--- src/ccs_pkg.sv ---
`timescale 1ns / 1ps

package ccs_pkg;

	localparam logic [7:0] CH_SLASH = 8'h2F;
	localparam logic [7:0] CH_STAR  = 8'h2A;
	localparam logic [7:0] CH_NL    = 8'h0A;

	// Scanner mode of the front end.
	typedef enum logic [2:0] {
		MODE_NORMAL     = 3'd0,
		MODE_SLASH      = 3'd1,
		MODE_LINE       = 3'd2,
		MODE_BLOCK      = 3'd3,
		MODE_BLOCK_STAR = 3'd4
	} mode_t;

	// What the back end has to emit for one queued entry.
	typedef enum logic [1:0] {
		KIND_CHAR  = 2'd0,  // the character alone
		KIND_PAIR  = 2'd1,  // a held slash, then the character
		KIND_EMPTY = 2'd2   // an empty word that only closes the text
	} kind_t;

	typedef struct packed {
		logic [7:0] ch;
		kind_t      kind;
		logic       fin;
	} entry_t;

	typedef struct packed {
		logic   push;
		entry_t data;
	} fifo_wr_t;

endpackage

--- src/ccs_front.sv ---
`timescale 1ns / 1ps

module ccs_front (
	input  logic              clk,
	input  logic              arst_n,
	input  logic              in_valid,
	output logic              in_ready,
	input  logic [7:0]        in_ch,
	input  logic              in_fin,
	input  logic              fifo_full,
	output ccs_pkg::fifo_wr_t wr
);

	ccs_pkg::mode_t mode_q;
	ccs_pkg::mode_t mode_next;
	logic           emit;
	ccs_pkg::kind_t kind;
	logic           accept;

	assign in_ready = !fifo_full;
	assign accept   = in_valid && in_ready;

	// Next-state logic of the scanner.
	always_comb begin
		mode_next = ccs_pkg::MODE_NORMAL;
		unique case (mode_q)
			ccs_pkg::MODE_SLASH: begin
				if (in_ch == ccs_pkg::CH_SLASH) begin
					mode_next = ccs_pkg::MODE_LINE;
				end else if (in_ch == ccs_pkg::CH_STAR) begin
					mode_next = ccs_pkg::MODE_BLOCK;
				end else begin
					mode_next = ccs_pkg::MODE_NORMAL;
				end
			end
			ccs_pkg::MODE_LINE: begin
				if (in_ch == ccs_pkg::CH_NL) begin
					mode_next = ccs_pkg::MODE_NORMAL;
				end else begin
					mode_next = ccs_pkg::MODE_LINE;
				end
			end
			ccs_pkg::MODE_BLOCK, ccs_pkg::MODE_BLOCK_STAR: begin
				if (mode_q == ccs_pkg::MODE_BLOCK_STAR && in_ch == ccs_pkg::CH_SLASH) begin
					mode_next = ccs_pkg::MODE_NORMAL;
				end else if (in_ch == ccs_pkg::CH_STAR) begin
					mode_next = ccs_pkg::MODE_BLOCK_STAR;
				end else begin
					mode_next = ccs_pkg::MODE_BLOCK;
				end
			end
			default: begin
				if (in_ch == ccs_pkg::CH_SLASH && !in_fin) begin
					mode_next = ccs_pkg::MODE_SLASH;
				end else begin
					mode_next = ccs_pkg::MODE_NORMAL;
				end
			end
		endcase
		// The final character always leaves the scanner ready for a new text.
		if (in_fin) begin
			mode_next = ccs_pkg::MODE_NORMAL;
		end
	end

	// Output logic: what, if anything, this word queues for the back end.
	always_comb begin
		emit = 1'b0;
		kind = ccs_pkg::KIND_CHAR;
		unique case (mode_q)
			ccs_pkg::MODE_SLASH: begin
				if (in_ch != ccs_pkg::CH_SLASH && in_ch != ccs_pkg::CH_STAR) begin
					emit = 1'b1;
					kind = ccs_pkg::KIND_PAIR;
				end
			end
			ccs_pkg::MODE_LINE: begin
				emit = (in_ch == ccs_pkg::CH_NL);
			end
			ccs_pkg::MODE_BLOCK, ccs_pkg::MODE_BLOCK_STAR: begin
				// An unclosed block comment gives up its final character.
				if (!(mode_q == ccs_pkg::MODE_BLOCK_STAR && in_ch == ccs_pkg::CH_SLASH)) begin
					emit = in_fin;
				end
			end
			default: begin
				emit = !(in_ch == ccs_pkg::CH_SLASH && !in_fin);
			end
		endcase
		if (in_fin && !emit) begin
			emit = 1'b1;
			kind = ccs_pkg::KIND_EMPTY;
		end
	end

	assign wr.push      = accept && emit;
	assign wr.data.ch   = in_ch;
	assign wr.data.kind = kind;
	assign wr.data.fin  = in_fin;

	always_ff @(posedge clk or negedge arst_n) begin
		if (!arst_n) begin
			mode_q <= ccs_pkg::MODE_NORMAL;
		end else if (accept) begin
			mode_q <= mode_next;
		end
	end

endmodule

--- src/ccs_fifo.sv ---
`timescale 1ns / 1ps

module ccs_fifo #(
	parameter int DEPTH = 4
) (
	input  logic              clk,
	input  logic              arst_n,
	input  ccs_pkg::fifo_wr_t wr,
	output logic              full,
	input  logic              pop,
	output logic              head_valid,
	output ccs_pkg::entry_t   head
);

	localparam int AW = (DEPTH > 1) ? $clog2(DEPTH) : 1;
	localparam int CW = $clog2(DEPTH + 1);
	localparam logic [AW-1:0] LAST_PTR = AW'(DEPTH - 1);
	localparam logic [CW-1:0] DEPTH_C  = CW'(DEPTH);

	ccs_pkg::entry_t mem_q [DEPTH];
	logic [AW-1:0]   wr_ptr_q;
	logic [AW-1:0]   rd_ptr_q;
	logic [CW-1:0]   count_q;
	logic            do_push;
	logic            do_pop;

	assign full       = (count_q == DEPTH_C);
	assign head_valid = (count_q != '0);
	assign head       = mem_q[rd_ptr_q];
	assign do_push    = wr.push && !full;
	assign do_pop     = pop && head_valid;

	always_ff @(posedge clk) begin
		if (do_push) begin
			mem_q[wr_ptr_q] <= wr.data;
		end
	end

	always_ff @(posedge clk or negedge arst_n) begin
		if (!arst_n) begin
			wr_ptr_q <= '0;
			rd_ptr_q <= '0;
			count_q  <= '0;
		end else begin
			if (do_push) begin
				wr_ptr_q <= (wr_ptr_q == LAST_PTR) ? '0 : wr_ptr_q + 1'b1;
			end
			if (do_pop) begin
				rd_ptr_q <= (rd_ptr_q == LAST_PTR) ? '0 : rd_ptr_q + 1'b1;
			end
			unique case ({do_push, do_pop})
				2'b10:   count_q <= count_q + 1'b1;
				2'b01:   count_q <= count_q - 1'b1;
				default: count_q <= count_q;
			endcase
		end
	end

endmodule

--- src/ccs_back.sv ---
`timescale 1ns / 1ps

module ccs_back (
	input  logic            clk,
	input  logic            arst_n,
	input  logic            head_valid,
	input  ccs_pkg::entry_t head,
	output logic            pop,
	output logic            m_tvalid,
	input  logic            m_tready,
	output logic [7:0]      m_tdata,
	output logic [1:0]      m_tuser,
	output logic            m_tlast
);

	logic       valid_q;
	logic       phase_q;
	logic [7:0] data_q;
	logic [1:0] user_q;
	logic       last_q;
	logic       load;
	logic       is_pair;
	logic [7:0] nx_ch;
	logic       nx_empty;
	logic       nx_run_end;
	logic       nx_text_end;

	assign load    = head_valid && (!valid_q || m_tready);
	assign is_pair = (head.kind == ccs_pkg::KIND_PAIR);
	// A pair entry is drained over two words; everything else in one.
	assign pop     = load && (!is_pair || phase_q);

	always_comb begin
		nx_ch       = head.ch;
		nx_empty    = 1'b0;
		nx_run_end  = 1'b1;
		nx_text_end = head.fin;
		unique case (head.kind)
			ccs_pkg::KIND_PAIR: begin
				if (!phase_q) begin
					nx_ch       = ccs_pkg::CH_SLASH;
					nx_run_end  = 1'b0;
					nx_text_end = 1'b0;
				end
			end
			ccs_pkg::KIND_EMPTY: begin
				nx_ch       = '0;
				nx_empty    = 1'b1;
				nx_text_end = 1'b1;
			end
			default: begin
				nx_ch = head.ch;
			end
		endcase
	end

	always_ff @(posedge clk) begin
		if (load) begin
			data_q <= nx_ch;
			user_q <= {nx_run_end, nx_empty};
			last_q <= nx_text_end;
		end
	end

	always_ff @(posedge clk or negedge arst_n) begin
		if (!arst_n) begin
			valid_q <= 1'b0;
			phase_q <= 1'b0;
		end else begin
			if (!valid_q || m_tready) begin
				valid_q <= head_valid;
			end
			if (load) begin
				phase_q <= is_pair && !phase_q;
			end
		end
	end

	assign m_tvalid = valid_q;
	assign m_tdata  = data_q;
	assign m_tuser  = user_q;
	assign m_tlast  = last_q;

endmodule

--- src/c_comment_stripper.sv ---
`timescale 1ns / 1ps
// The first output word of an input word passes through the queue, then the output register.
// Throughput: one input word per cycle while the queue is not full, one output word per cycle
// while m_tready is high; a held slash and an ordinary character after it give two output words.
// The queue between the scanner and the output stage absorbs those bursts and output stalls.
// Reset: arst_n clears the scanner mode, the queue and the output stage asynchronously.
module c_comment_stripper #(
	parameter int FIFO_DEPTH = 4
) (
	input  logic       clk,
	input  logic       arst_n,
	input  logic       s_tvalid,
	output logic       s_tready,
	input  logic [7:0] s_tdata,   // [7:0] ch
	input  logic       s_tlast,   // final_char
	output logic       m_tvalid,
	input  logic       m_tready,
	output logic [7:0] m_tdata,   // [7:0] out_ch
	output logic [1:0] m_tuser,   // [0] empty_res, [1] run_end
	output logic       m_tlast    // text_end
);

	ccs_pkg::fifo_wr_t wr;
	ccs_pkg::entry_t   head;
	logic              full;
	logic              head_valid;
	logic              pop;

	ccs_front u_front (
		.clk       (clk),
		.arst_n    (arst_n),
		.in_valid  (s_tvalid),
		.in_ready  (s_tready),
		.in_ch     (s_tdata),
		.in_fin    (s_tlast),
		.fifo_full (full),
		.wr        (wr)
	);

	ccs_fifo #(
		.DEPTH (FIFO_DEPTH)
	) u_fifo (
		.clk        (clk),
		.arst_n     (arst_n),
		.wr         (wr),
		.full       (full),
		.pop        (pop),
		.head_valid (head_valid),
		.head       (head)
	);

	ccs_back u_back (
		.clk        (clk),
		.arst_n     (arst_n),
		.head_valid (head_valid),
		.head       (head),
		.pop        (pop),
		.m_tvalid   (m_tvalid),
		.m_tready   (m_tready),
		.m_tdata    (m_tdata),
		.m_tuser    (m_tuser),
		.m_tlast    (m_tlast)
	);

endmodule

--- config.mk ---
export PLATFORM = sky130hd
export DESIGN_NAME = c_comment_stripper
export DESIGN_NICKNAME = d
export VERILOG_FILES = /design/src/ccs_pkg.sv /design/src/ccs_front.sv /design/src/ccs_fifo.sv /design/src/ccs_back.sv /design/src/c_comment_stripper.sv
export SDC_FILE = /design/constraint.sdc
export NUM_CORES = 1
export LEC_CHECK = 0
export BUFFER_PORTS_ARGS = -buffer_cell sky130_fd_sc_hd__buf_2
export CELL_PAD_IN_SITES_DETAIL_PLACEMENT = 2
export CELL_PAD_IN_SITES_GLOBAL_PLACEMENT = 2
export CORE_ASPECT_RATIO = 1.25
export CORE_MARGIN = 1
export CORE_UTILIZATION = 39
export CTS_CLUSTER_DIAMETER = 40
export DETAILED_ROUTE_END_ITERATION = 7
export PLACE_DENSITY = 0.84
export SKIP_LAST_GASP = 1
export SLEW_MARGIN = 10
export SYNTH_ARGS = -nofsm -noshare
export SYNTH_HDL_FRONTEND = slang
export SYNTH_SLANG_ARGS = --single-unit
--- constraint.sdc ---
create_clock -name clk -period 2.9 [get_ports clk]
set_input_delay 0 -clock clk [delete_from_list [all_inputs] [get_ports clk]]
set_output_delay 0 -clock clk [all_outputs]
set_load 0.01 [all_outputs]
Word-level counts from Yosys, hierarchy flattened
Memory sizes are Yosys's and may differ from the RTL's. Cells that the tools add are included.

Register bits: 23. Memory bits (writable): 44. Input bits: 13. Output and inout bits: 13. Logic and storage cells: 80. Memories: 1.

Memory list: u_fifo.mem_q (depth 4, bits a word 11, rd ports 1, clocked after memory_dff 0, wr ports 1, RTL line ccs_fifo.sv:20) `ccs_pkg::entry_t mem_q [DEPTH];`.

$add $sub $neg: 4. Equality and inequality tests: 16. Muxes and demuxes: 26. Reduce and logical (&&, ||, !) cells: 23.

Operators by type and width (number): $eq 8x6->1 const B (2); $ne 8x6->1 const B (2); $pmux 8 s2 (1); $mux 2 (6); $mux 3 (4); $logic_and 1x1->1 (11); $mux 1 (10); $pmux 3 s3 (1); $eq 2x2->1 const B (4); $eq 8x4->1 const B (1); $mux 8 (1); $logic_not 1->1 (7); $eq 3x2->1 const B (2); $eq 3x3->1 const B (2); $pmux 3 s2 (1); $add 2x1->2 const B (2); $eq 2x1->1 const B (2); $add 3x1->3 const B (1); $eq 3x1->1 const B (1); $pmux 1 s3 (1); $reduce_bool 3->1 (1); $sub 3x1->3 const B (1); $logic_or 1x1->1 (2); $pmux 1 s2 (1); 2 further kinds (2).

Logic depth before layout (Yosys ltp)
Word-level depth: 11. Gate-level depth with buffers: 12. Gate-level depth less buffers: 11.

Hierarchy
A second synthesis with hierarchy kept.

Cell total of the unflattened synthesis: 204. Area total of the unflattened synthesis: 3096.7 µm².

Modules (own cells, without submodules): ccs_fifo (times used 1, cells an instance 98, area each 2042.0 µm², seq. area each 1496.4 µm²); ccs_back (times used 1, cells an instance 45, area each 575.6 µm², seq. area each 380.4 µm²); ccs_front (times used 1, cells an instance 61, area each 479.2 µm², seq. area each 75.1 µm²).

Least setup slack after synthesis
No wires, ideal clock.

Path kind: register to register. Start point: register u_fifo.rd_ptr_q[0]. End point: register u_fifo.count_q[2]. Setup time: 79 ps. Arrival time: 2744 ps. Data required time: 2821 ps. Slack: 77 ps. Cell stages (with the launch flop): 12. Buffers on the path: 1. Clock period less this slack: 2823 ps. Path through: dfrtp_1 buf_2 mux4_2 ha_1 nand2_1 and2_1 ha_1 inv_1 fa_1 xor2_1 nor2_1 xor2_1.

Cells in the longest elaborated chain, start to end: 8. Elaborated cells between the ends (all ways): 10. Classes of those cells: eq/ne (3); mux (1); reduce/logical (5); memory (1).

RTL lines: start, declared (RTL line ccs_fifo.sv:22) `logic [AW-1:0] rd_ptr_q;`; start signal, assigned (RTL line ccs_fifo.sv:49) `rd_ptr_q <= (rd_ptr_q == LAST_PTR) ? '0 : rd_ptr_q + 1'b1;`; $mem_v2 4x11 (*); $eq 2x1->1 (*) (RTL line ccs_back.sv:29) `assign is_pair = (head.kind == ccs_pkg::KIND_PAIR);`; $logic_not 1->1 (*) (RTL line ccs_back.sv:31) `assign pop = load && (!is_pair || phase_q);`; $logic_or 1x1->1 (*) (RTL line ccs_back.sv:31); $logic_and 1x1->1 (*) (RTL line ccs_back.sv:31); $logic_and 1x1->1 (*) (RTL line ccs_fifo.sv:31) `assign do_pop = pop && head_valid;`; net u_fifo.do_pop (RTL line ccs_fifo.sv:25) `logic do_pop;`; $eq 2x1->1 or $eq 2x2->1 (tied branches) (RTL line ccs_fifo.sv:51) `unique case ({do_push, do_pop})`; $pmux 3 s2 or $reduce_bool 2->1 (tied branches); end signal, assigned (RTL line ccs_fifo.sv:52) `2'b10: count_q <= count_q + 1'b1;`; end signal, assigned (RTL line ccs_fifo.sv:53) `2'b01: count_q <= count_q - 1'b1;`; end signal, assigned (RTL line ccs_fifo.sv:54) `default: count_q <= count_q;`; end, declared (RTL line ccs_fifo.sv:23) `logic [CW-1:0] count_q;`.

The timed path passes the listed nets; every way through them passes the cells marked *. A chain may end at the register's enable or synchronous reset.

Final worst setup path
Start point: input s_tdata[4]. End point: register u_fifo.count_q[2].

Cells in the longest elaborated chain, start to end: 11. Elaborated cells between the ends (all ways): 20. Classes of those cells: eq/ne (6); mux (5); reduce/logical (9).

RTL lines: start, declared (RTL line c_comment_stripper.sv:14) `input logic [7:0] s_tdata,`; $eq 8x6->1 or $ne 8x6->1 (tied branches) (RTL line ccs_front.sv:82, ccs_front.sv:87, ccs_front.sv:72); $logic_and 1x1->1 (on tied branches) (RTL line ccs_front.sv:82, ccs_front.sv:72, ccs_front.sv:87); $mux 1, or another cell as far along (RTL line ccs_front.sv:82) `if (!(mode_q == ccs_pkg::MODE_BLOCK_STAR && in_ch == ccs_pkg::CH_SLASH)) begin`; $pmux 1 s3 (*) (RTL line ccs_front.sv:70) `unique case (mode_q)`; $logic_not 1->1 (RTL line ccs_front.sv:90) `if (in_fin && !emit) begin`; $logic_and 1x1->1 (RTL line ccs_front.sv:90); $mux 1 (*) (RTL line ccs_front.sv:90); $logic_and 1x1->1 (*) (RTL line ccs_front.sv:96) `assign wr.push = accept && emit;`; $logic_and 1x1->1 (*) (RTL line ccs_fifo.sv:30) `assign do_push = wr.push && !full;`; $eq 2x1->1 or $eq 2x2->1 (tied branches) (RTL line ccs_fifo.sv:51); $pmux 3 s2 or $reduce_bool 2->1 (tied branches).

Mark *: on every way between the ends. The rest lies on a longest branch, timed or not.

==> metrics <==
crit-path max cell delay 540 ps; sequential area share after synthesis 66.84%; power density over cell area 1024 nW/um2; ratio of cells with drive above 1 in the final layout 32.51%; top cell type's share of synthesized area 56.56%; final setup fails 0; hold_ws 59.95 ps; Crit path max-delay family buffers and inverters; Synth Warn # 0; number of synthesized flops with an enable pin 55; Core Area 7104 um2; worst setup path class in2reg; post-route ant nets 0; Yosys top cell by area edfxtp_1; clock power share 21.9%; Root Buffer clkbuf_8; CP Data Required Time 3140 ps; commonest cells in the synthesized netlist 55 x edfxtp_1, 19 x nor2_1, 15 x inv_1; Die H 98.75 um; GPL Wtd Cong 0.8043; Fin. Hold Viols 0; WP buf/inv 4; clock sinks 67; DIE WIDTH 79.40 um; Cells after DPL 302; clock skew 9.656 ps; Avg Synthesized Cell Area 15.79 um2; # IOs 26; ys flop type edfxtp_1; CP Capture Type flip-flop; Comb pwr share 36.1%; pre-CTS setup slack 51.02 ps; 1st-pass router iterations 5; Starting DRT DRC Count 123; CTS Buffer Depth 2; Seq pwr share 41.9%; fraction of registers with async set/reset 17.91%; TritonCTS buffer count 9; initial antenna violation count 0; Setup TNS 0 ps; Routed wire per std cell 21.56 um; max-cap violations 0; synthesis-stage register bit count 67; fmax 357.0 MHz; Total Wirelength 7.178 mm; Die ar. 7840 um2; pin slew with the least headroom to its limit 670.6 ps; Ant. Diodes 0; number of global-route vias before repair 2029; Area Growth Syn to Fin 21.29%; H-tree Lvls 3; All-Layer GR Usage 20.12%; Slew Viols, Final 0; Synth cell types 40; Max IR drop VDD 0.0004255 V; CP Cell Sequence dlygate4sd3_1, buf_2, or3_1, o31ai_2, a21oi_2, o21ba_4, inv_1, ha_1, inv_1, fa_1, xor2_1, nor2_1, xor2_1; Synth Net Count 207; Int Pwr 2.388 mW; filler-free cell count of the finished design 333; CP max FO 7; Hold Crit Class in2async; Worst path slowest cell dlygate4sd3_1; port bufs 25; DRC 0; Arrival @ worst endpoint 3040 ps; status complete, no violations; Startpoint Class input pin; Mapped Area 2920 um2; Syn Inst Count 185; pin count of the biggest net entering global routing 14; RSZ-0062 raised after global routing no; Initial Utilization 41.11%; via count 1754; crit share post-route 96.59%; first-pass GRT wire length 11.18 mm; CTS tree done; dpl cell area 3173 um2; Rows 34; Worst slew margin 54.67%; total net switching power 1.240 mW; Reg clk slew, reported paths 80 ps; Final Worst Setup Slack 98.97 ps; sw frac 34.19%; post-layout min period 2801 ps; Synth area leaders edfxtp_1 57%, dfrtp_1 10%, mux4_2 8.5%; DP Wirelength 5.030 mm; Nets 260; Via density 5.267; top-count cell post-synth edfxtp_1; Leak Pwr 1.353 nW; design area 3542 um2; clk_lat worst skew 340 ps; grt ovf 0
metrics by stage:
stage                     util, %  total power, mW
after floorplan                 -            2.328
after global routing        49.86            3.853
after CTS                   49.15            3.625
after detailed placement    44.66            2.786
final                       49.86            3.629
after global placement      44.66            2.640
cells by family (layout without fill, tap and decap cells):
family | after synthesis | after routing | share of synthesized area, %
flops | 67 | 67 | 66.84
simple gates | 48 | 48 | 8.698
compound gates | 21 | 21 | 5.185
buf+inv | 18 | 76 | 2.699
mux | 17 | 17 | 10.97
fa+ha+maj | 9 | 9 | 4.113
xor+xnor | 5 | 5 | 1.500
registers in the layout, summed over array words and instances (netlist names):
name / count
u_back.m_tlast: 1
u_front.mode_q: 3
u_fifo.mem_q: 44
u_back.m_tuser: 2
u_fifo.rd_ptr_q: 2
u_back.m_tvalid: 1
u_back.phase_q: 1
u_fifo.count_q: 3
u_back.m_tdata: 8
u_fifo.wr_ptr_q: 2
metal layers:
metal	GRT usage [%]	routed length, um	up-vias
li1	-	-	800
met1	23.45	2936	904
met2	35.15	3922	42
met3	4.722	241	8
met4	8.392	78	0
met5	0	0	-
power by group through the flow:
| stage | Sequential, mW | Clock, mW | Combinational (mW) |
|---|---|---|---|
| floorplan | 1.54 | 0 | 0.788 |
| finish | 1.52 | 0.795 | 1.31 |
| global route | 1.55 | 0.850 | 1.45 |
| detailed placement | 1.54 | 0 | 1.24 |
| CTS | 1.53 | 0.806 | 1.29 |
| global placement | 1.51 | 0 | 1.13 |
layout make-up:
cell class / count / area (um2)
clock inverter: 7 / 76.32
timing repair buffer: 45 / 310.3
sequential: 67 / 1952
fill: 668 / 3562
inverter: 15 / 56.30
multi-input combinational: 100 / 910.9
clock buffer: 9 / 123.9
tap: 90 / 112.6
layout by cell type, fill, tap and decap left out, types with 2 or more instances in the layout:
master         instances
mux2_2                 2
nand2_1                4
and2_2                 5
buf_4                  8
mux2i_1                2
dlygate4sd3_1         11
o22ai_1                2
inv_6                  2
ha_1                   7
o21ai_0                3
dfrtp_1               12
clkinvlp_4             2
buf_2                 25
clkbuf_8               9
edfxtp_1              55
nor2b_1                5
inv_1                 15
a21oi_1                4
mux2_4                 2
xor2_1                 4
a32oi_1                3
nor3_1                 2
mux4_2                11
nor2_1                19
nand3_1                3
worst register-to-register path: stages (launching register included):
cell and delay (ps):
dfrtp_1 430, buf_8 150, mux4_2 370, inv_1 80
ha_2 200, nand2_2 90, and2_4 170, ha_1 180
inv_1 60, fa_1 370, xor2_1 150, nor2_1 160
xor2_1 260
what timing repair did:
action                                  4_1_cts  5_1_grt
hold endpoints to repair                     50        0
buffers inserted                              0        4
hold buffers                                 11        0
gates resized for setup                       3        5
pin swaps                                     2        2
endpoints found under the setup margin        1        1
final timing paths:
| path | startpoint | end | slack (ps) | cells past startpoint |
|---|---|---|---|---|
| min in group clk | s_tvalid | u_front.mode_q[2]$_DFFE_PN0P_ | 80 | 3 |
| worst max-delay path | s_tdata[4] | u_fifo.count_q[2]$_DFFE_PN0P_ | 100 | 13 |
| worst max register to register | u_fifo.rd_ptr_q[0]$_DFFE_PN0P_ | u_fifo.count_q[2]$_DFFE_PN0P_ | 120 | 12 |
| max in group asynchronous | arst_n | u_front.mode_q[1]$_DFFE_PN0P_ | 2610 | 2 |
| worst min register to register | u_fifo.count_q[1]$_DFFE_PN0P_ | u_back.m_tvalid$_DFFE_PN0N_ | 540 | 2 |
| worst min-delay path | arst_n | u_fifo.count_q[1]$_DFFE_PN0P_ | 60 | 2 |
(Power assumes the default switching activity.)
